[src/rtl/core/msdd_pkg.sv]
`timescale 1ns / 1ps
`default_nettype none
// ----------------------------------------------------------------------------
// msdd_pkg
// Types, constants and lookup functions for the segment display driver.
// ----------------------------------------------------------------------------
package msdd_pkg;

   localparam int GROUPS    = 8;
   localparam int DIGITS    = 4;
   localparam int BUF_DEPTH = GROUPS * DIGITS;
   localparam int GRP_W     = 3;
   localparam int POS_W     = 2;
   localparam int ADDR_W    = GRP_W + POS_W;
   localparam int VALUE_W   = 16;
   localparam int CSR_IDX_W = 2;
   localparam int CSR_DAT_W = 8;

   // command codes
   localparam logic [1:0] CMD_NUMBER = 2'd0;
   localparam logic [1:0] CMD_LED    = 2'd1;
   localparam logic [1:0] CMD_SCAN   = 2'd2;

   // register indexes
   localparam logic [CSR_IDX_W-1:0] CSR_LED_LOW  = 2'd0;
   localparam logic [CSR_IDX_W-1:0] CSR_LED_HIGH = 2'd1;

   localparam logic [GRP_W-1:0] LED_LOW_RESET  = 3'd6;
   localparam logic [GRP_W-1:0] LED_HIGH_RESET = 3'd7;

   // decimal conversion stages: 0 takes off tens of thousands, 4 stores ones
   localparam logic [2:0] STAGE_FIRST = 3'd0;
   localparam logic [2:0] STAGE_ONES  = 3'd4;

   typedef struct packed {
      logic [1:0]         cmd;
      logic [GRP_W-1:0]   group;
      logic [VALUE_W-1:0] value;
   } req_type;

   typedef struct packed {
      logic             serial_bit;
      logic [POS_W-1:0] digit_select;
      logic             latch_last;
   } rsp_type;

   typedef enum logic [2:0] {
      ST_IDLE,
      ST_NUM,
      ST_LED,
      ST_SCAN_RD,
      ST_SCAN_LD,
      ST_SCAN_SH
   } state_type;

   // common-anode segment codes, active low
   function automatic logic [7:0] seg_code(input logic [3:0] digit);
      logic [7:0] code;
      case (digit)
         4'd0:    code = 8'hc0;
         4'd1:    code = 8'hf9;
         4'd2:    code = 8'ha4;
         4'd3:    code = 8'hb0;
         4'd4:    code = 8'h99;
         4'd5:    code = 8'h92;
         4'd6:    code = 8'h82;
         4'd7:    code = 8'hf8;
         4'd8:    code = 8'h80;
         4'd9:    code = 8'h90;
         default: code = 8'hff;
      endcase
      return code;
   endfunction

   // weight subtracted at each conversion stage
   function automatic logic [VALUE_W-1:0] stage_weight(input logic [2:0] stage);
      logic [VALUE_W-1:0] w;
      case (stage)
         3'd0:    w = 16'd10000;
         3'd1:    w = 16'd1000;
         3'd2:    w = 16'd100;
         default: w = 16'd10;
      endcase
      return w;
   endfunction

endpackage
`default_nettype wire

[src/rtl/core/multiplexed_segment_display_driver.sv]
`timescale 1ns / 1ps
`default_nettype none
// ----------------------------------------------------------------------------
// multiplexed_segment_display_driver
// Segment buffer with decimal conversion, LED fill and serial scan-out.
// ----------------------------------------------------------------------------
// The block holds 8 groups of 4 digit bytes, all zero after reset, and takes
// one word at a time; req_ready is low until that word is finished. A number
// write reduces the value modulo 10000 and extracts its digits with one shared
// compare-subtract unit, at most one subtraction or one buffer write per
// cycle. An LED write fills the two LED groups through the single buffer
// write port. A scan tick fetches the first byte through the read and load
// states, then sends 64 response words from an 8-bit shift register, one
// serial bit per cycle while rsp_ready is high, group 0 first and msb first.
// The final word carries latch_last, after which the scanned digit advances
// modulo 4. Configuration writes are always taken (csr_ready is high).
module multiplexed_segment_display_driver (
   input  wire                              clock,
   input  wire                              reset,
   input  wire                              req_valid,
   output logic                             req_ready,
   input  msdd_pkg::req_type                req_data,
   output logic                             rsp_valid,
   input  wire                              rsp_ready,
   output msdd_pkg::rsp_type                rsp_data,
   input  wire                              csr_valid,
   output logic                             csr_ready,
   input  wire [msdd_pkg::CSR_IDX_W-1:0]    csr_index,
   input  wire [msdd_pkg::CSR_DAT_W-1:0]    csr_wdata
);
   import msdd_pkg::*;

   state_type          state_ff, state_in;
   logic [GRP_W-1:0]   led_low_ff, led_low_in;
   logic [GRP_W-1:0]   led_high_ff, led_high_in;
   logic [POS_W-1:0]   digit_ff, digit_in;
   logic [VALUE_W-1:0] num_ff, num_in;
   logic [2:0]         stage_ff, stage_in;
   logic [3:0]         cnt_ff, cnt_in;
   logic [GRP_W-1:0]   tgt_grp_ff, tgt_grp_in;
   logic [2:0]         led_idx_ff, led_idx_in;
   logic [GRP_W-1:0]   scan_grp_ff, scan_grp_in;
   logic [2:0]         bit_ff, bit_in;
   logic [7:0]         shreg_ff, shreg_in;

   // segment buffer and its written flags
   logic [7:0]           buf_mem [BUF_DEPTH];
   logic [BUF_DEPTH-1:0] buf_vld_ff;
   logic [7:0]           rd_data_ff;
   logic                 rd_vld_ff;

   logic               mem_we;
   logic [ADDR_W-1:0]  mem_waddr;
   logic [7:0]         mem_wdata;
   logic [ADDR_W-1:0]  mem_raddr;
   logic [GRP_W-1:0]   rd_grp;
   logic [GRP_W-1:0]   led_grp;

   // shared compare-subtract unit
   logic [VALUE_W:0]   diff;
   logic               borrow;

   assign diff   = {1'b0, num_ff} - {1'b0, stage_weight(stage_ff)};
   assign borrow = diff[VALUE_W];

   assign led_grp = led_idx_ff[2] ? led_high_ff : led_low_ff;

   // during shift-out, prefetch the next group's byte
   assign rd_grp    = (state_ff == ST_SCAN_SH) ? GRP_W'(scan_grp_ff + 1'b1) : scan_grp_ff;
   assign mem_raddr = {rd_grp, digit_ff};

   assign req_ready = (state_ff == ST_IDLE);
   assign csr_ready = 1'b1;
   assign rsp_valid = (state_ff == ST_SCAN_SH);

   always_comb begin
      rsp_data.serial_bit   = shreg_ff[7];
      rsp_data.digit_select = digit_ff;
      rsp_data.latch_last   = ({1'b0, scan_grp_ff} == 4'(GROUPS - 1)) && (bit_ff == 3'd7);
   end

   always_comb begin
      state_in    = state_ff;
      led_low_in  = led_low_ff;
      led_high_in = led_high_ff;
      digit_in    = digit_ff;
      num_in      = num_ff;
      stage_in    = stage_ff;
      cnt_in      = cnt_ff;
      tgt_grp_in  = tgt_grp_ff;
      led_idx_in  = led_idx_ff;
      scan_grp_in = scan_grp_ff;
      bit_in      = bit_ff;
      shreg_in    = shreg_ff;
      mem_we      = 1'b0;
      mem_waddr   = {tgt_grp_ff, POS_W'(0)};
      mem_wdata   = seg_code(cnt_ff);

      if (csr_valid) begin
         unique case (csr_index)
            CSR_LED_LOW:  led_low_in  = csr_wdata[GRP_W-1:0];
            CSR_LED_HIGH: led_high_in = csr_wdata[GRP_W-1:0];
            default: ;
         endcase
      end

      unique case (state_ff)
         ST_IDLE: begin
            if (req_valid) begin
               num_in      = req_data.value;
               tgt_grp_in  = req_data.group;
               stage_in    = STAGE_FIRST;
               cnt_in      = 4'd0;
               led_idx_in  = 3'd0;
               scan_grp_in = '0;
               unique case (req_data.cmd)
                  CMD_NUMBER: begin
                     if ({1'b0, req_data.group} < 4'(GROUPS)) begin
                        state_in = ST_NUM;
                     end
                  end
                  CMD_LED:  state_in = ST_LED;
                  CMD_SCAN: state_in = ST_SCAN_RD;
                  default: ;
               endcase
            end
         end
         ST_NUM: begin
            if (stage_ff == STAGE_ONES) begin
               mem_we    = 1'b1;
               mem_waddr = {tgt_grp_ff, POS_W'(0)};
               mem_wdata = seg_code(num_ff[3:0]);
               state_in  = ST_IDLE;
            end else if (!borrow) begin
               num_in = diff[VALUE_W-1:0];
               if (stage_ff != STAGE_FIRST) begin
                  cnt_in = cnt_ff + 4'd1;
               end
            end else begin
               stage_in = stage_ff + 3'd1;
               cnt_in   = 4'd0;
               if (stage_ff != STAGE_FIRST) begin
                  // thousands land in position 3, tens in position 1
                  mem_we    = 1'b1;
                  mem_waddr = {tgt_grp_ff, POS_W'(STAGE_ONES - stage_ff)};
                  mem_wdata = seg_code(cnt_ff);
               end
            end
         end
         ST_LED: begin
            mem_we     = ({1'b0, led_grp} < 4'(GROUPS));
            mem_waddr  = {led_grp, led_idx_ff[1:0]};
            mem_wdata  = led_idx_ff[2] ? num_ff[15:8] : num_ff[7:0];
            led_idx_in = led_idx_ff + 3'd1;
            if (led_idx_ff == 3'd7) begin
               state_in = ST_IDLE;
            end
         end
         ST_SCAN_RD: begin
            state_in = ST_SCAN_LD;
         end
         ST_SCAN_LD: begin
            shreg_in = rd_vld_ff ? rd_data_ff : 8'h00;
            bit_in   = 3'd0;
            state_in = ST_SCAN_SH;
         end
         ST_SCAN_SH: begin
            if (rsp_ready) begin
               bit_in = bit_ff + 3'd1;
               if (bit_ff == 3'd7) begin
                  if (rsp_data.latch_last) begin
                     digit_in = digit_ff + POS_W'(1);
                     state_in = ST_IDLE;
                  end else begin
                     scan_grp_in = scan_grp_ff + GRP_W'(1);
                     shreg_in    = rd_vld_ff ? rd_data_ff : 8'h00;
                  end
               end else begin
                  shreg_in = {shreg_ff[6:0], 1'b0};
               end
            end
         end
         default: state_in = ST_IDLE;
      endcase
   end

   always_ff @(posedge clock) begin
      if (reset) begin
         state_ff    <= ST_IDLE;
         led_low_ff  <= LED_LOW_RESET;
         led_high_ff <= LED_HIGH_RESET;
         digit_ff    <= '0;
         buf_vld_ff  <= '0;
      end else begin
         state_ff    <= state_in;
         led_low_ff  <= led_low_in;
         led_high_ff <= led_high_in;
         digit_ff    <= digit_in;
         if (mem_we) begin
            buf_vld_ff[mem_waddr] <= 1'b1;
         end
      end
   end

   always_ff @(posedge clock) begin
      num_ff      <= num_in;
      stage_ff    <= stage_in;
      cnt_ff      <= cnt_in;
      tgt_grp_ff  <= tgt_grp_in;
      led_idx_ff  <= led_idx_in;
      scan_grp_ff <= scan_grp_in;
      bit_ff      <= bit_in;
      shreg_ff    <= shreg_in;
   end

   always_ff @(posedge clock) begin
      if (mem_we) begin
         buf_mem[mem_waddr] <= mem_wdata;
      end
      rd_data_ff <= buf_mem[mem_raddr];
      rd_vld_ff  <= buf_vld_ff[mem_raddr];
   end

endmodule
`default_nettype wire

[config.mk]
export PLATFORM = sky130hd
export DESIGN_NAME = multiplexed_segment_display_driver
export DESIGN_NICKNAME = d
export VERILOG_FILES = /design/src/rtl/core/msdd_pkg.sv /design/src/rtl/core/multiplexed_segment_display_driver.sv
export SDC_FILE = /design/constraint.sdc
export NUM_CORES = 1
export LEC_CHECK = 0
export ABC_AREA = 1
export BUFFER_PORTS_ARGS = -buffer_cell sky130_fd_sc_hd__clkbuf_2
export CAP_MARGIN = 15
export CORE_UTILIZATION = 30
export CTS_CLUSTER_SIZE = 16
export DETAILED_ROUTE_END_ITERATION = 8
export PLACE_DENSITY_LB_ADDON = 0.08
export SLEW_MARGIN = 20
export SYNTH_ARGS = -nofsm -noshare
export SYNTH_HDL_FRONTEND = slang
export SYNTH_SLANG_ARGS = --single-unit
export TNS_END_PERCENT = 30
[constraint.sdc]
create_clock -name clock -period 4.42 [get_ports clock]
set_input_delay 0.442 -clock clock [delete_from_list [all_inputs] [get_ports clock]]
set_output_delay 0.442 -clock clock [all_outputs]
set_load 0.01 [all_outputs]
## Yosys cells after proc, flatten, opt, wreduce, memory -nomap -nowiden

Memory sizes are Yosys's and may differ from the RTL's. A register that Yosys moved wholly into a read port is not among the register bits.
Index checks and enable logic that the tools add are counted.

- RAM bits: 256
- Logic and storage cells: 138
- Flip-flop bits (word level): 87
- Memory bits (read-only): 336
- Memories: 4

- $lt $le $gt $ge: 3
- Reduce and logical (&&, ||, !) cells: 23
- Bitwise logic cells: 1
- Equal/unequal tests: 27
- Add/sub/neg operators: 8
- Mux-type cells: 58

Memory list:

| memory | words | bits a word | rd ports | clocked after Yosys merged registers in | wr ports | line | RTL |
|---|---|---|---|---|---|---|---|
| buf_mem | 32 | 8 | 1 | 1 | 1 | multiplexed_segment_display_driver.sv:47 | `logic [7:0] buf_mem [BUF_DEPTH];` |
| (name not given) | 16 | 7 | 1 | 1 | 0 | msdd_pkg.sv:59 | `case (digit)` |
| (name not given) | 16 | 7 | 1 | 1 | 0 | msdd_pkg.sv:59 |  |
| (name not given) | 16 | 7 | 1 | 1 | 0 | msdd_pkg.sv:59 |  |

Operator list:

| kind | number |
|---|---|
| 8-bit 2-to-1 mux | 8 |
| 16-bit 2-to-1 mux | 3 |
| 3-bit 2-to-1 mux | 15 |
| 14-bit case mux with 3 select lines | 1 |
| 32-bit OR | 1 |
| 16-bit case mux with 2 select lines | 1 |
| 8-bit case mux with 2 select lines | 2 |
| 4-bit 2-to-1 mux | 7 |
| 3-bit case mux with 2 select lines | 4 |
| 3-bit equality test, second input constant | 6 |
| 3-bit case mux with 6 select lines | 1 |
| 16-bit by 16-bit subtractor with 17-bit output | 1 |
| 4-bit AND reduction | 4 |
| 2-bit inequality test, second input constant | 7 |
| 3-bit by 1-bit adder with 3-bit output, second input constant | 4 |
| 5-bit by 6-bit less-than comparator with 1-bit output, second input constant | 2 |
| 5-bit case mux with 2 select lines | 1 |
| 2-bit AND reduction | 5 |
| 3-bit by 2-bit equality test with 1-bit output, second input constant | 3 |
| 3-bit case mux with 3 select lines | 1 |
| 4-bit case mux with 2 select lines | 1 |
| 2-bit nonzero test | 4 |
| 1-bit 2-to-1 mux | 7 |
| 7-bit AND reduction | 1 |
| 20 further kinds | 30 |

## Depth between registers and ports, before layout

Gate-level depths: netlist of run 1.

- Word-level depth: 11
- Depth in mapped cells: 23

## Least setup slack after synthesis of run 1

No wires, ideal clock.

- Kind: flip-flop to flip-flop
- Start: reg led_idx_ff[2]
- End: mem buf_mem[0][4], data pin
- Path slack: 670 ps
- Required time: 3805 ps
- Path buffers: 1
- Cell stages (with the launch flop): 5
- Arrival time: 3134 ps
- Clock period less this slack: 3750 ps
- Path through: edfxtp_1 -> clkinv_1 -> clkbuf_1 -> nor2_1 -> o311ai_0

- Word-level cells in the longest chain between the ends: 2

Ends and longest elaborated chain:

| what | line | RTL |
|---|---|---|
| start, declared | multiplexed_segment_display_driver.sv:41 | `logic [2:0] led_idx_ff, led_idx_in;` |
| start signal, assigned | multiplexed_segment_display_driver.sv:210 | `led_idx_ff <= led_idx_in;` |
| 8-bit 2-to-1 mux | multiplexed_segment_display_driver.sv:153 | `mem_wdata = led_idx_ff[2] ? num_ff[15:8] : num_ff[7:0];` |
| 8-bit case mux with 2 select lines | multiplexed_segment_display_driver.sv:107 | `unique case (state_ff)` |
| via mem_wdata[4] | multiplexed_segment_display_driver.sv:54 | `logic [7:0] mem_wdata;` |
| end, declared | multiplexed_segment_display_driver.sv:47 |  |

The timed path passes the listed nets, and every way through them passes these cells.

## Worst setup path after layout of run 1

- Start: reg stage_ff[0]
- End: mem buf_mem[6][0] (enable)

- Word-level cells in the longest chain between the ends: 8

Ends and longest elaborated chain:

| what | line | RTL |
|---|---|---|
| start, declared | multiplexed_segment_display_driver.sv:38 | `logic [2:0] stage_ff, stage_in;` |
| start signal, assigned | multiplexed_segment_display_driver.sv:207 | `stage_ff <= stage_in;` |
| 3-bit by 2-bit equality test with 1-bit output, or another cell as far along | msdd_pkg.sv:78 | `case (stage)` |
| 14-bit case mux with 3 select lines | msdd_pkg.sv:78 |  |
| 16-bit by 16-bit subtractor with 17-bit output | multiplexed_segment_display_driver.sv:63 | `assign diff = {1'b0, num_ff} - {1'b0, stage_weight(stage_ff)};` |
| 1-bit 2-to-1 mux | multiplexed_segment_display_driver.sv:134 | `end else if (!borrow) begin` |
| 1-bit 2-to-1 mux | multiplexed_segment_display_driver.sv:129 | `if (stage_ff == STAGE_ONES) begin` |
| 1-bit case mux with 2 select lines | multiplexed_segment_display_driver.sv:107 |  |
| 1-bit 2-to-1 mux | multiplexed_segment_display_driver.sv:217 | `if (mem_we) begin` |
| 1-bit 2-to-1 mux (not written as such) | multiplexed_segment_display_driver.sv:218 | `buf_mem[mem_waddr] <= mem_wdata;` |

Several ways; a longest one is shown, not always the timed one.

==> flow_summary_export.csv, run 1 <==
group,metric,value,unit
placed_design,port_buffers,36,
cts,clk_latency,570,ps
cts,cts.path.max_buffers,3,
pwr,peakVddDrop,311.6,uV
drt,viasPerCell,4.776,
die,dieHeight,234.0,microns
setup_path,crit_arrival,4150,ps
timing,final-max-slew-violation-count,0,
cells_and_area,syn2layout_area_growth,15.25,%
cts,numClockSinks,365,
logic_synthesis,ys_seq_elements,365,
cells_and_area,post-route-util,0.3519,
logic_synthesis,syn_avg_cell_area,10.42,sq um
setup_path,crit_required,4640,ps
setup_path,crit_path_max_fanout,14,
drt,post_drt_wl_per_cell,19.44,microns
logic_synthesis,ys_seq_area_frac,0.6381,
global_routing,grt_first_pass_wirelength,67740,microns
timing,grt_setup_unrepaired,"false",
setup_path,slowest_delay,590,ps
drt,vias,11040,
placed_design,dp.cells,2230,
die,dieArea,0.05474,sq mm
timing,hold_viol,0,
logic_synthesis,syn_area,0.01614,sq mm
timing,final.period_utilization,0.8883,
setup_path,cpMaxStageDelayCell,"o21ai_2",
global_routing,antenna_found_initial,0,
placed_design,post_dp_cell_area,0.01716,sq mm
logic_synthesis,synth.distinct_cells,52,
cts,clkTransAtPathRegs,60,ps
cells_and_area,drive_above_1_share,0.1164,
logic_synthesis,yosys_warnings,0,
cells_and_area,num-nets-final,1660,
drt,drc_errors,0,
drt,ant_nets,0,
pwr,switching_share,0.3645,
cells_and_area,layout.cells.non_filler,2312,
global_routing,grt_remaining_overflow,0,
logic_synthesis,ys_top_cells_by_area,"edfxtp_1, dfxtp_1, o21ai_0",
placed_design,dp.final_hpwl,28420,microns
placed_design,routabilityCongestion,0.7986,
timing,final.setup_skew,29.89,ps
logic_synthesis,synth-edff-count,299,
pwr,leakage,6.934,nW
pwr,combinationalPowerShare,0.320,
timing,fin_tns_setup,0,ps
setup_path,endpoint_kind,"flip-flop",
setup_path,criticalPathCategory,"flip-flop to flip-flop",
die,core,0.05287,sq mm
setup_path,startpoint_type,"flip-flop",
logic_synthesis,yosys.area.top_type,"edfxtp_1",
setup_path,path_cells,"inv_1, ha_1, o21ai_0, ha_1, inv_1, o21ai_0, nand2_1, a21oi_1, nor2_1, nand4_4, o21ai_2, buf_4, nand3_1, inv_1",
die,num_io_pins,43,
cts,post_cts_resized,0,
logic_synthesis,ys.flop_type,"edfxtp_1",
logic_synthesis,synthArstFlopShare,0,
pwr,p_switching,4.550,mW
global_routing,grt_pass1_vias,10810,
drt,wl,44950,microns
cts,postCtsSetupRepairBufs,0,
cts,root_buffer,"clkbuf_16",
cts,cts_hold_repair.buffers,0,
die,initial_utilization,0.3053,
pwr,power_frac_clock,0.289,
cells_and_area,fin_area,0.01860,sq mm
global_routing,track_usage,0.1674,
pwr,powerDensity,671.0,mW/mm^2
pwr,p_int,7.932,mW
logic_synthesis,synth_nets,1621,
logic_synthesis,synthCells,1549,
cells_and_area,diodes,0,
die,die_width,234.0,microns
timing,slew_headroom,0.2927,
global_routing,grt_max_degree,76,
pwr,p_seq_frac,0.391,
job,cap_viol_max_count,0,
cts,cts_buffers,44,
run_status,status,"finished clean",
logic_synthesis,synthTopCellsByCount,"edfxtp_1, nor2_1, o21ai_0",
timing,min_period,3926,ps
timing,worst_slew_pin_slew,1060,ps
cells_and_area,fill_cells,5363,
worst_hold_path,hold_path.class,"primary input to flip-flop",
logic_synthesis,synth_top_area_share,0.5562,
logic_synthesis,synth.most_common_cell,"edfxtp_1",
drt,drtIter0Drc,596,
cts,cts_tree,"yes",
cts,htreeDepth,2,
drt,dr.pass1.iters,4,
die,floorplan.rows,84,
setup_path,path_common_cell,"inv_1",
timing,setup_viol,0,
timing,max_clock_freq,254.7,MHz
state kept, by name (all words and copies together) (netlist names), 4 cells and up, named ones only:
name and count:
buf_mem 256, buf_vld_ff 32, num_ff 16, rd_data_ff 8
shreg_ff 8, cnt_ff 4
power by group through the flow:
stage	registers, mW	clock network (mW)	logic [mW]
floorplan	4.89	0	2.64
CTS	4.89	3.72	4.10
global placement	4.96	0	4.08
detailed placement	4.96	0	4.08
global route	4.93	3.83	4.51
finish	4.88	3.61	3.99
worst paths after layout:
kind                          startpoint                           to  slack (ps)  cells past startpoint
max            stage_ff[0]$_SDFFCE_PN0P_      buf_mem[6][0]$_DFFE_PP_         490                     14
min                         req_data[16]      tgt_grp_ff[0]$_DFFE_PP_          50                      1
max reg2reg    stage_ff[0]$_SDFFCE_PN0P_      buf_mem[6][0]$_DFFE_PP_         490                     14
min reg2reg  buf_vld_ff[20]$_SDFFE_PP0P_  buf_vld_ff[20]$_SDFFE_PP0P_         450                      2
kinds of logic after synthesis:
logic type      synth area share
compound gates            0.1288
xor+xnor                0.007519
fa+ha+maj                0.02837
buf+inv                  0.05465
flops                     0.6381
other cells            0.0002323
simple gates              0.1423
metal layers:
metal | track usage | part of all wire
met1 | 0.2247 | 0.47
met2 | 0.2784 | 0.47
met3 | 0.02626 | 0.035
met5 | 0 | 0
met4 | 0.04728 | 0.022
metrics by stage:
stage / worst slack [ps] / power, mW / hold WS, ps
detailed placement: 430.4 / 9.045 / 437.4
global placement: 460.1 / 9.040 / 433.1
CTS: 432.4 / 12.71 / 10.21
floorplan: 670.1 / 7.527 / 426.4
global route: 236.2 / 13.27 / 30.12
finish: 493.7 / 12.48 / 47.70
layout make-up:
class	instances	area [sq um]	area share
tap	688	860.8	0.04627
timing repair buffer	70	460.4	0.02475
clock inverter	22	195.2	0.01049
clock buffer	60	1244	0.06685
sequential	365	10300	0.5539
multi-input combinational	964	4995	0.2685
inverter	143	543.0	0.02919
critical path, delay by kind of cell, from the launching register on:
| kind | cells | cell delay (ps) |
|---|---|---|
| AOI/OAI and AO/OA | 4 | 930 |
| buffers and inverters | 4 | 900 |
| adders and majority gates | 2 | 650 |
| and+or+nand+nor | 4 | 630 |
| DFF | 1 | 460 |
cell usage in the layout, fill, tap and decap left out, drive strengths merged, types with 20 or more instances in the layout:
cell    synthesis  layout
ha             35      35
nor2          244     244
dfxtp          66      66
nand2         198     198
o22ai          80      80
buf            15      34
nand3          81      81
o21ai         206     206
clkinv          3      20
edfxtp        299     299
inv           140     141
clkbuf         62      96
a21oi          65      65
Power figures use the tool's default switching activity.
==> run 2: changes to the inputs <==
--- a/config.mk
+++ b/config.mk
@@ -6,12 +6,12 @@
 export NUM_CORES = 1
 export LEC_CHECK = 0
 export ABC_AREA = 1
-export BUFFER_PORTS_ARGS = -buffer_cell sky130_fd_sc_hd__clkbuf_2
 export CAP_MARGIN = 15
 export CORE_UTILIZATION = 30
 export CTS_CLUSTER_SIZE = 16
 export DETAILED_ROUTE_END_ITERATION = 8
-export PLACE_DENSITY_LB_ADDON = 0.08
+export DONT_BUFFER_PORTS = 1
+export PLACE_DENSITY_LB_ADDON = 0.25
 export SLEW_MARGIN = 20
 export SYNTH_ARGS = -nofsm -noshare
 export SYNTH_HDL_FRONTEND = slang
==> run 2 against run 1 <==
Effect of this change:
- flip-flop and latch count unchanged
- final cell count down 1.5%
- register-to-register slack better by 30 ps
- clock skew down 8.6 ps
- fmax up 0.71%
- die area unchanged
- count of clock-buffer cells in the layout down 5
- combinational power down 3%
- design area down 0.79%
- total power down 2.0%
- largest power group unchanged
==> flow_summary_export.csv, run 2 (synthesized netlist as in run 1, its figures left out) <==
group,metric,value,unit
die,floorplan.rows,84,
run_status,status,"finished clean",
global_routing,grt_max_degree,100,
timing,worst_slew_pin_slew,949.5,ps
cells_and_area,diodes,0,
cts,post_cts_resized,0,
drt,dr.pass1.iters,6,
pwr,peakVddDrop,454.6,uV
die,die_width,234.0,microns
global_routing,track_usage,0.1517,
cts,cts.path.max_buffers,3,
cells_and_area,final_common_cell,"edfxtp_1",
job,cap_viol_max_count,0,
die,dieArea,0.05474,sq mm
pwr,leakage,6.786,nW
setup_path,startpoint_type,"flip-flop",
cts,cts_tree,"yes",
die,core,0.05287,sq mm
drt,vias,10970,
timing,final.period_utilization,0.8820,
placed_design,port_buffers,0,
cells_and_area,reg_top3,"buf_mem (256), buf_vld_ff (32), num_ff (16)",
setup_path,criticalPathCategory,"flip-flop to flip-flop",
cts,root_buffer,"clkbuf_16",
timing,final-max-slew-violation-count,0,
setup_path,crit_arrival,4090,ps
drt,viasPerCell,4.817,
die,num_io_pins,43,
cells_and_area,drive_above_1_share,0.09245,
timing,hold_viol,0,
cts,cts_buffers,42,
timing,max_clock_freq,256.5,MHz
setup_path,cp.depth,15,
timing,setup_viol,0,
cells_and_area,layout_common_cells,"edfxtp_1, nor2_1, o21ai_0, nand2_1, inv_1",
cts,clk_latency,570,ps
cells_and_area,fin_area,0.01846,sq mm
cts,clkTransAtPathRegs,60,ps
setup_path,endpoint_kind,"flip-flop",
timing,grt_setup_unrepaired,"false",
die,initial_utilization,0.3053,
setup_path,path_cells,"inv_1, ha_1, o21ai_0, ha_1, inv_1, o21ai_0, nand2_1, a21oi_1, nor2_1, nand4_4, nand2_1, nand2_1, nor2_1, inv_1, nor2_1",
timing,fin_tns_setup,0,ps
setup_path,reg2reg_depth,15,
setup_path,cpMaxStageDelayCell,"nor2_1",
global_routing,grt_pass1_vias,10600,
timing,min_period,3899,ps
drt,drtIter0Drc,777,
drt,wl,40960,microns
cells_and_area,layout.cells.non_filler,2278,
cells_and_area,largest_register_ff_count,256,
setup_path,critPathBufInv,3,
cts,numClockSinks,365,
cells_and_area,top_register,"buf_mem",
drt,drc_errors,0,
die,dieHeight,234.0,microns
global_routing,grt_remaining_overflow,0,
worst_hold_path,hold-path-cell-count,2,
placed_design,dp.cells,2195,
cells_and_area,syn2layout_area_growth,14.34,%
placed_design,routabilityCongestion,0.8154,
cts,cts_hold_repair.buffers,7,
setup_path,crit_path_max_fanout,8,
cts,htreeDepth,2,
global_routing,grt_first_pass_wirelength,62400,microns
timing,slew_headroom,0.3646,
timing,final.setup_skew,21.32,ps
worst_hold_path,hold_path.class,"primary input to flip-flop",
setup_path,crit_family,"simple AND/OR/NAND/NOR gates",
drt,ant_nets,0,
cts,postCtsSetupRepairBufs,0,
placed_design,post_dp_cell_area,0.01699,sq mm
setup_path,slowest_delay,700,ps
pwr,powerDensity,663.0,mW/mm^2
setup_path,crit_required,4620,ps
cells_and_area,num-nets-final,1630,
placed_design,dp.final_hpwl,26280,microns
global_routing,antenna_found_initial,0,
drt,post_drt_wl_per_cell,17.98,microns
run 2: worst reg2reg max path, delay by kind of cell, from the launching register on:
| kind | cells | cell delay [ps] |
|---|---|---|
| AOI/OAI and AO/OA | 3 | 490 |
| adders and majority gates | 2 | 630 |
| buffers and inverters | 3 | 300 |
| DFF | 1 | 430 |
| and+or+nand+nor | 7 | 1690 |
run 2: path summary, 6_finish.rpt:
kind,to,from,slack [ps]
worst max-delay path,buf_mem[22][6]$_DFFE_PP_,stage_ff[0]$_SDFFCE_PN0P_,520
worst min-delay path,led_high_ff[1]$_SDFFE_PP1P_,csr_wdata[1],30
worst max register to register,buf_mem[22][6]$_DFFE_PP_,stage_ff[0]$_SDFFCE_PN0P_,520
worst min register to register,buf_vld_ff[24]$_SDFFE_PP0P_,buf_vld_ff[24]$_SDFFE_PP0P_,450
run 2: per-layer routing:
layer	up-vias	GRT usage	part of all wire
met5	-	0	0
met2	233	0.2498	0.47
li1	5410	-	-
met1	5275	0.2029	0.46
met3	55	0.02626	0.044
met4	0	0.04667	0.023
run 2: per-stage QoR:
step | utilization | hold slack (ps) | power, mW | worst slack, ps
2_1_floorplan | - | 426.4 | 7.527 | 670.1
3_3_place_gp | 0.3214 | 428.8 | 8.797 | 553.1
3_5_place_dp | 0.3214 | 431.7 | 8.809 | 516.5
4_1_cts | 0.3491 | 2.652 | 12.35 | 505.1
5_1_grt | 0.3491 | 31.46 | 12.99 | 143.9
6_report | 0.3491 | 30.21 | 12.24 | 521.4
run 2: layout make-up:
cell class                 instances  area, sq um
fill                            5254        34410
sequential                       365        10300
multi-input combinational        964         4995
clock buffer                      55         1141
tap                              688        860.8
inverter                         143        541.8
timing repair buffer              42        367.9
clock inverter                    21        245.2
run 2: power by group:
group,leakage (nW),internal [mW],switching (mW),total [mW]
Combinational,2.84,1.11,2.75,3.86
Clock,0.674,2.12,1.38,3.50
Sequential,3.27,4.66,0.220,4.88
Total,6.79,7.88,4.36,12.2
